`src/design/md5_pkg.sv`:
```
`timescale 1ns / 1ps
// ----------------------------------------------------------------------------
// MD5 package
// Round constants, shift amounts, message schedule and sequencer states.
// ----------------------------------------------------------------------------
package md5_pkg;

  localparam logic [31:0] InitA = 32'h67452301;
  localparam logic [31:0] InitB = 32'hefcdab89;
  localparam logic [31:0] InitC = 32'h98badcfe;
  localparam logic [31:0] InitD = 32'h10325476;

  typedef enum logic [2:0] {
    StIdle,
    StRound,
    StFold,
    StPad,
    StEmit
  } md5_state_e;

  // what happens after the current compression
  typedef enum logic [1:0] {
    NxtAccept,
    NxtPad,
    NxtEmit
  } md5_next_e;

  function automatic logic [31:0] md5_k(input logic [5:0] r);
    logic [31:0] k;
    case (r)
      6'd0: k = 32'hd76aa478;  6'd1: k = 32'he8c7b756;
      6'd2: k = 32'h242070db;  6'd3: k = 32'hc1bdceee;
      6'd4: k = 32'hf57c0faf;  6'd5: k = 32'h4787c62a;
      6'd6: k = 32'ha8304613;  6'd7: k = 32'hfd469501;
      6'd8: k = 32'h698098d8;  6'd9: k = 32'h8b44f7af;
      6'd10: k = 32'hffff5bb1; 6'd11: k = 32'h895cd7be;
      6'd12: k = 32'h6b901122; 6'd13: k = 32'hfd987193;
      6'd14: k = 32'ha679438e; 6'd15: k = 32'h49b40821;
      6'd16: k = 32'hf61e2562; 6'd17: k = 32'hc040b340;
      6'd18: k = 32'h265e5a51; 6'd19: k = 32'he9b6c7aa;
      6'd20: k = 32'hd62f105d; 6'd21: k = 32'h02441453;
      6'd22: k = 32'hd8a1e681; 6'd23: k = 32'he7d3fbc8;
      6'd24: k = 32'h21e1cde6; 6'd25: k = 32'hc33707d6;
      6'd26: k = 32'hf4d50d87; 6'd27: k = 32'h455a14ed;
      6'd28: k = 32'ha9e3e905; 6'd29: k = 32'hfcefa3f8;
      6'd30: k = 32'h676f02d9; 6'd31: k = 32'h8d2a4c8a;
      6'd32: k = 32'hfffa3942; 6'd33: k = 32'h8771f681;
      6'd34: k = 32'h6d9d6122; 6'd35: k = 32'hfde5380c;
      6'd36: k = 32'ha4beea44; 6'd37: k = 32'h4bdecfa9;
      6'd38: k = 32'hf6bb4b60; 6'd39: k = 32'hbebfbc70;
      6'd40: k = 32'h289b7ec6; 6'd41: k = 32'heaa127fa;
      6'd42: k = 32'hd4ef3085; 6'd43: k = 32'h04881d05;
      6'd44: k = 32'hd9d4d039; 6'd45: k = 32'he6db99e5;
      6'd46: k = 32'h1fa27cf8; 6'd47: k = 32'hc4ac5665;
      6'd48: k = 32'hf4292244; 6'd49: k = 32'h432aff97;
      6'd50: k = 32'hab9423a7; 6'd51: k = 32'hfc93a039;
      6'd52: k = 32'h655b59c3; 6'd53: k = 32'h8f0ccc92;
      6'd54: k = 32'hffeff47d; 6'd55: k = 32'h85845dd1;
      6'd56: k = 32'h6fa87e4f; 6'd57: k = 32'hfe2ce6e0;
      6'd58: k = 32'ha3014314; 6'd59: k = 32'h4e0811a1;
      6'd60: k = 32'hf7537e82; 6'd61: k = 32'hbd3af235;
      6'd62: k = 32'h2ad7d2bb; 6'd63: k = 32'heb86d391;
      default: k = 32'h0;
    endcase
    return k;
  endfunction

  function automatic logic [4:0] md5_s(input logic [5:0] r);
    logic [4:0] s;
    case ({r[5:4], r[1:0]})
      4'h0: s = 5'd7;  4'h1: s = 5'd12; 4'h2: s = 5'd17; 4'h3: s = 5'd22;
      4'h4: s = 5'd5;  4'h5: s = 5'd9;  4'h6: s = 5'd14; 4'h7: s = 5'd20;
      4'h8: s = 5'd4;  4'h9: s = 5'd11; 4'ha: s = 5'd16; 4'hb: s = 5'd23;
      4'hc: s = 5'd6;  4'hd: s = 5'd10; 4'he: s = 5'd15; 4'hf: s = 5'd21;
      default: s = 5'd0;
    endcase
    return s;
  endfunction

  function automatic logic [3:0] md5_widx(input logic [5:0] r);
    logic [3:0] w;
    case (r[5:4])
      2'd0: w = r[3:0];
      2'd1: w = 4'(4'd5 * r[3:0] + 4'd1);
      2'd2: w = 4'(4'd3 * r[3:0] + 4'd5);
      2'd3: w = 4'(4'd7 * r[3:0]);
      default: w = 4'd0;
    endcase
    return w;
  endfunction

endpackage

```
`src/design/md5_round.sv`:
```
`timescale 1ns / 1ps
// ----------------------------------------------------------------------------
// MD5 round unit
// One MD5 round: boolean function, four-way add and left rotate.
// ----------------------------------------------------------------------------
module md5_round import md5_pkg::*; (
  input  logic [5:0]  rnd_i,
  input  logic [31:0] a_i,
  input  logic [31:0] b_i,
  input  logic [31:0] c_i,
  input  logic [31:0] d_i,
  input  logic [31:0] m_i,
  output logic [31:0] b_o
);
  logic [31:0] f;
  logic [31:0] sum;
  logic [63:0] dbl;

  always_comb begin
    case (rnd_i[5:4])
      2'd0: f = (b_i & c_i) | (~b_i & d_i);
      2'd1: f = (b_i & d_i) | (c_i & ~d_i);
      2'd2: f = b_i ^ c_i ^ d_i;
      default: f = c_i ^ (b_i | ~d_i);
    endcase
    sum = a_i + f + md5_k(rnd_i) + m_i;
    dbl = {sum, sum} << md5_s(rnd_i);
    b_o = b_i + dbl[63:32];
  end
endmodule

```
`src/design/md5_hash_engine_core.sv`:
```
`timescale 1ns / 1ps
// ----------------------------------------------------------------------------
// MD5 hash engine core
// Byte-stream MD5 with a single shared round unit under a sequencer.
// ----------------------------------------------------------------------------
// Input channel: one word per handshake carrying an optional message byte
// (has_byte_i) and an end-of-message flag (last_i). Output channel: four
// digest words, chaining word A first, word_index_o 0..3, last_word_o on D.
// Throughput: a word that neither fills the block nor ends the message
// leaves ready high, so such words can follow back to back. The 64th byte
// of a block starts a compression: the rounds, one round per cycle through
// the round unit, then a fold into the chaining values.
// A last word adds padding at one byte per cycle up to the end of each
// block, one or two compressions, then four output words. The block holds
// ready low from acceptance until its work is done. If the receiver stalls,
// the current digest word is held until taken.
// Reset loads the standard initial chaining values and clears the byte and
// bit counters.
// ----------------------------------------------------------------------------
module md5_hash_engine_core import md5_pkg::*; (
  input  logic        clk_i,
  input  logic        rst_ni,
  input  logic        valid_i,
  output logic        ready_o,
  input  logic [7:0]  data_byte_i,
  input  logic        has_byte_i,
  input  logic        last_i,
  output logic        valid_o,
  input  logic        ready_i,
  output logic [31:0] digest_word_o,
  output logic [1:0]  word_index_o,
  output logic        last_word_o
);
  md5_state_e  state_q, state_d;
  md5_next_e   nxt_q, nxt_d;
  logic [31:0] ch_q [4];
  logic [31:0] wk_q [4];
  logic [31:0] blk_q [16];
  logic [5:0]  fill_q;
  logic [63:0] len_q, len_snap_q;
  logic [5:0]  rnd_q;
  logic [1:0]  oidx_q;
  logic        pad_first_q;
  logic        two_blk_q;
  logic [31:0] new_b;

  md5_round u_round (
    .rnd_i(rnd_q), .a_i(wk_q[0]), .b_i(wk_q[1]), .c_i(wk_q[2]), .d_i(wk_q[3]),
    .m_i(blk_q[md5_widx(rnd_q)]), .b_o(new_b)
  );

  logic acc;
  assign acc = valid_i && ready_o;

  // pad byte for current fill position; length only in the final block
  logic [7:0] pad_byte;
  always_comb begin
    if (pad_first_q) pad_byte = 8'h80;
    else if (fill_q >= 6'd56 && !two_blk_q) pad_byte = len_snap_q[8*(fill_q[2:0]) +: 8];
    else pad_byte = 8'h00;
  end

  // next state
  always_comb begin
    state_d = state_q;
    nxt_d   = nxt_q;
    case (state_q)
      StIdle: if (acc) begin
        if (has_byte_i && fill_q == 6'd63) begin
          state_d = StRound;
          nxt_d   = last_i ? NxtPad : NxtAccept;
        end else if (last_i) begin
          state_d = StPad;
        end
      end
      StRound: if (rnd_q == 6'd63) state_d = StFold;
      StFold: begin
        case (nxt_q)
          NxtPad:  state_d = StPad;
          NxtEmit: state_d = StEmit;
          default: state_d = StIdle;
        endcase
      end
      StPad: if (fill_q == 6'd63) begin
        state_d = StRound;
        // 0x80 landed in the length area: a second padding block follows
        nxt_d   = (two_blk_q || pad_first_q) ? NxtPad : NxtEmit;
      end
      StEmit: if (ready_i && oidx_q == 2'd3) state_d = StIdle;
      default: state_d = StIdle;
    endcase
  end

  // outputs
  always_comb begin
    ready_o       = (state_q == StIdle);
    valid_o       = (state_q == StEmit);
    digest_word_o = ch_q[oidx_q];
    word_index_o  = oidx_q;
    last_word_o   = (oidx_q == 2'd3);
  end

  logic       wr_en;
  logic [7:0] wr_byte;
  always_comb begin
    wr_en   = (acc && has_byte_i) || (state_q == StPad);
    wr_byte = (state_q == StPad) ? pad_byte : data_byte_i;
  end

  always_ff @(posedge clk_i) begin
    if (wr_en) begin
      if (fill_q[1:0] == 2'd0) blk_q[fill_q[5:2]] <= {24'h0, wr_byte};
      else blk_q[fill_q[5:2]][8*fill_q[1:0] +: 8] <= wr_byte;
    end
    if (acc && last_i) len_snap_q <= has_byte_i ? len_q + 64'd8 : len_q;
    if (state_q == StRound) begin
      wk_q[0] <= wk_q[3];
      wk_q[1] <= new_b;
      wk_q[2] <= wk_q[1];
      wk_q[3] <= wk_q[2];
    end else begin
      for (int i = 0; i < 4; i++) wk_q[i] <= ch_q[i];
    end
  end

  always_ff @(posedge clk_i or negedge rst_ni) begin
    if (!rst_ni) begin
      state_q     <= StIdle;
      nxt_q       <= NxtAccept;
      ch_q[0]     <= InitA;
      ch_q[1]     <= InitB;
      ch_q[2]     <= InitC;
      ch_q[3]     <= InitD;
      fill_q      <= 6'd0;
      len_q       <= 64'd0;
      rnd_q       <= 6'd0;
      oidx_q      <= 2'd0;
      pad_first_q <= 1'b0;
      two_blk_q   <= 1'b0;
    end else begin
      state_q <= state_d;
      nxt_q   <= nxt_d;
      if (wr_en) fill_q <= fill_q + 6'd1;
      if (acc && has_byte_i) len_q <= len_q + 64'd8;
      if (acc) pad_first_q <= last_i;
      else if (state_q == StPad) pad_first_q <= 1'b0;
      if (state_q == StPad && pad_first_q && fill_q >= 6'd56) two_blk_q <= 1'b1;
      else if (state_q == StFold) two_blk_q <= 1'b0;
      if (state_q == StRound) rnd_q <= rnd_q + 6'd1;
      if (state_q == StFold) begin
        for (int i = 0; i < 4; i++) ch_q[i] <= ch_q[i] + wk_q[i];
      end
      if (state_q == StEmit && ready_i) begin
        oidx_q <= oidx_q + 2'd1;
        if (oidx_q == 2'd3) begin
          ch_q[0] <= InitA;
          ch_q[1] <= InitB;
          ch_q[2] <= InitC;
          ch_q[3] <= InitD;
          fill_q  <= 6'd0;
          len_q   <= 64'd0;
        end
      end
    end
  end
endmodule
```
`config.mk`:
```
export PLATFORM = sky130hd
export DESIGN_NAME = md5_hash_engine_core
export DESIGN_NICKNAME = d
export VERILOG_FILES = /design/src/design/md5_pkg.sv /design/src/design/md5_round.sv /design/src/design/md5_hash_engine_core.sv
export SDC_FILE = /design/constraint.sdc
export NUM_CORES = 2
export LEC_CHECK = 0
export BUFFER_PORTS_ARGS = -buffer_cell sky130_fd_sc_hd__buf_2
export CORE_MARGIN = 2
export CORE_UTILIZATION = 35
export DETAILED_ROUTE_END_ITERATION = 7
export GPL_TIMING_DRIVEN = 1
export PLACE_DENSITY_LB_ADDON = 0.12
export SYNTH_ARGS = -nofsm -noshare
export SYNTH_HDL_FRONTEND = slang
export SYNTH_SLANG_ARGS = --single-unit
```
`constraint.sdc`:
```
create_clock -name clk_i -period 13.22 [get_ports clk_i]
set_input_delay 0.661 -clock clk_i [delete_from_list [all_inputs] [get_ports clk_i]]
set_output_delay 0.661 -clock clk_i [all_outputs]
set_load 0.005 [all_outputs]
```
==> summary.txt <==
Yosys
  • Average size of a mapped cell: 10.4 um^2
  • Top FF cell, synth: edfxtp_1
  • Yosys Warn Count: 0
  • Most common cell in the netlist: nand2_1
  • Yosys reg bits: 911
  • Number of synthesized flops with an enable pin: 573
  • Post-synth top area share: 31.4%
  • Leading area contributor after synthesis: edfxtp_1
  • Synthesized Nets: 5,557
  • Top cells by area, synth: edfxtp_1, mux4_2, dfrtp_1
  • Synth cell count leaders: nand2_1, edfxtp_1, a21oi_1, nor2_1, o21ai_0
  • Post-Syn Instances: 5,245
  • Ys async rst share: 23.1%
  • Post-Syn Area: approximately 0.055 mm^2
  • Distinct cell type count after synthesis: 95
  • Sequential area share after synthesis: 45.9%

Cells and area
  • Layout cells sized above 1: around an eighth
  • Final non-filler cell total: 7,358
  • Area Overhead vs Synth: 11.7%
  • Fill count: approximately 15,000
  • Layout Nets: 5,518
  • Core Util, Final: 39.2%

Clock tree
  • Reg clk slew, reported paths: 0.07 ns
  • Cts bufs inserted: 107
  • # hold bufs at CTS: 1
  • H-tree Lvls: 3
  • Cts repair resizes: 0
  • Clk Latency, worst-skew pair: 0.76 ns
  • Worst-case clock buffer depth: 3
  • Root Buffer: clkbuf_16
  • Clock sink count: 911
  • Post-CTS Setup Inserts: 0
  • TritonCTS clock tree: built

Detailed routing
  • Routed via count: 40,700
  • WL per Instance: between 20 and 25 um
  • Post-Route WL: 181,000 um
  • ANT nets after route: 0
  • Detailed Route Iter0 Violations: approximately 3,300
  • First-pass DRT Iterations: 6
  • DRC Markers: 0
  • Vias per cell: 5.53

Timing
  • Setup total negative slack: 0 ns
  • RSZ-0062 raised after global routing: no
  • Clock skew: about 0.073 ns
  • Peak Freq: ~0.086 GHz
  • Tcrit/Tclk final: between 80% and 90%
  • Setup violations, final: 0
  • Slew Limit Fails: 0
  • Worst setup margin: 1.64 ns
  • Tmin final: ~12 ns
  • Slew @ Worst Pin: 1.28 ns
  • Hold Vio Cnt, Final: 0
  • Worst relative slew slack: 14.6%

Setup path
  • Cell family with most CP delay: compound AO/OA/AOI/OAI gates
  • Setup CP Type: reg2reg
  • CP max stage delay: about 0.76 ns
  • Worst Path Required: 13.79 ns
  • Worst setup EP type: flop
  • Startpoint Class: flop
  • CP Max Fanout: 17
  • CP arrival: roughly 12 ns
  • Worst path bufs/invs: 6
  • Crit-path slowest cell: a2111oi_0

Run
  • Max Cap Viol: 0

Global route
  • Vias in the first global route: 39,800
  • Gr busiest metal: met2
  • Grt met1 use: 32.3%
  • Largest net degree at the start of global routing: 100
  • GRT met3 Usage: 2.91%
  • Initial antenna violation count: 8
  • GRT Total Usage: 22.5%
  • Global-route wire length before repair: 270,000 um
  • Total congestion overflow: 0
  • M2 GR Usage: a little over a third

Placed design
  • DP Cell Count: 7,153
  • Pre-CTS setup slack: 1.75 ns
  • Detailed placer's ending HPWL: 131,000 um
  • Port Buf Inserts: 50
  • Gpl congestion: ~0.90

Floorplanning
  • FP Rows: between 100 and 150
  • Core Box Area: around 0.16 mm^2
  • DIE AREA: between 0.15 and 0.2 mm^2
  • Die X-Extent: 399 um
  • Num ports: 51
  • Initial core utilization: approximately a third
  • Die height: 399 um

Run status
  • Status: finished clean

Min path
  • Worst hold path type: in2reg
[registers in the layout, indices dropped and copies added, names as in the netlist]
register	flops
two_blk_q	1
wk_q	128
rnd_q	6
len_q	61
nxt_q	2
word_index_o	2
blk_q	512
len_snap_q	61
pad_first_q	1
ch_q	128
fill_q	6
state_q	3
[worst paths after layout]
| path | startpoint | endpoint | slack (ns) | depth (start not counted) |
|---|---|---|---|---|
| min in group asynchronous | rst_ni | len_q[22]$_DFF_PN0_ | 0.55 | 2 |
| worst min register to register | wk_q[2][4]$_DFF_P_ | wk_q[3][4]$_DFF_P_ | 0.48 | 2 |
| worst min-delay path | ready_i | state_q[2]$_DFFE_PN0P_ | 0.29 | 4 |
| worst max register to register | rnd_q[0]$_DFFE_PN0P_ | wk_q[1][19]$_DFF_P_ | 1.64 | 38 |
| max in group asynchronous | rst_ni | ch_q[110]$_DFF_PN0_ | 10.05 | 5 |
| worst max-delay path | rnd_q[0]$_DFFE_PN0P_ | wk_q[1][19]$_DFF_P_ | 1.64 | 38 |
[logic make-up (layout without fill, tap and decap cells)]
family / count (synthesis) / count (layout) / share of synthesized area [%]
AO/OA/AOI/OAI: 1230 / 1230 / 14.0
buffers and inverters: 495 / 548 / 3.45
AND/OR/NAND/NOR: 1653 / 1653 / 13.4
multiplexers: 327 / 327 / 10.2
flip-flops: 911 / 911 / 45.9
XOR/XNOR: 331 / 331 / 5.35
other: 0 / 2 / 0
adder cells (fa/ha/maj): 298 / 298 / 7.79
[layout by cell type (no fill, tap or decap), types with 106 or more instances in the layout]
cell	n
a21oi_1	401
clkbuf_16	107
dfrtp_1	140
dfxtp_1	128
edfxtp_1	573
ha_1	227
inv_1	209
mux2i_1	106
mux4_2	179
nand2_1	738
nor2_1	400
o21ai_0	302
xnor2_1	199
xor2_1	127
[routing by layer]
| layer | vias up | routed length, um |
|---|---|---|
| met5 | - | 60 |
| met3 | 239 | 8350 |
| met2 | 1032 | 83600 |
| met1 | 20300 | 84600 |
| li1 | 19100 | - |
| met4 | 8 | 4500 |
[metrics by stage]
stage | hold slack [ns] | cell area (um^2)
4_1_cts | 0.233 | 61100
5_1_grt | 0.267 | 61100
6_report | 0.286 | 61100
2_1_floorplan | 0.365 | 54700
3_5_place_dp | 0.483 | 57300
3_3_place_gp | 0.481 | 57300
[worst min-delay path: cells and delay by family]
| kind | cells | cell delay [ns] |
|---|---|---|
| buffers and inverters | 1 | 0.13 |
| and+or+nand+nor | 3 | 0.19 |
[cell type report]
cell class,count,area [um^2],share of cell area [%]
inverter,214,803,1.31
tap,2058,2570,4.21
sequential,911,25100,41.1
antenna,2,5.00,0.00819
timing repair buffer,133,936,1.53
multi-input combinational,3839,27900,45.6
clock buffer,131,2860,4.68
clock inverter,70,961,1.57
Power is left out: the tool's default activity adds up to more than one toggle a clock period on the data nets, which glitch-free logic cannot reach.
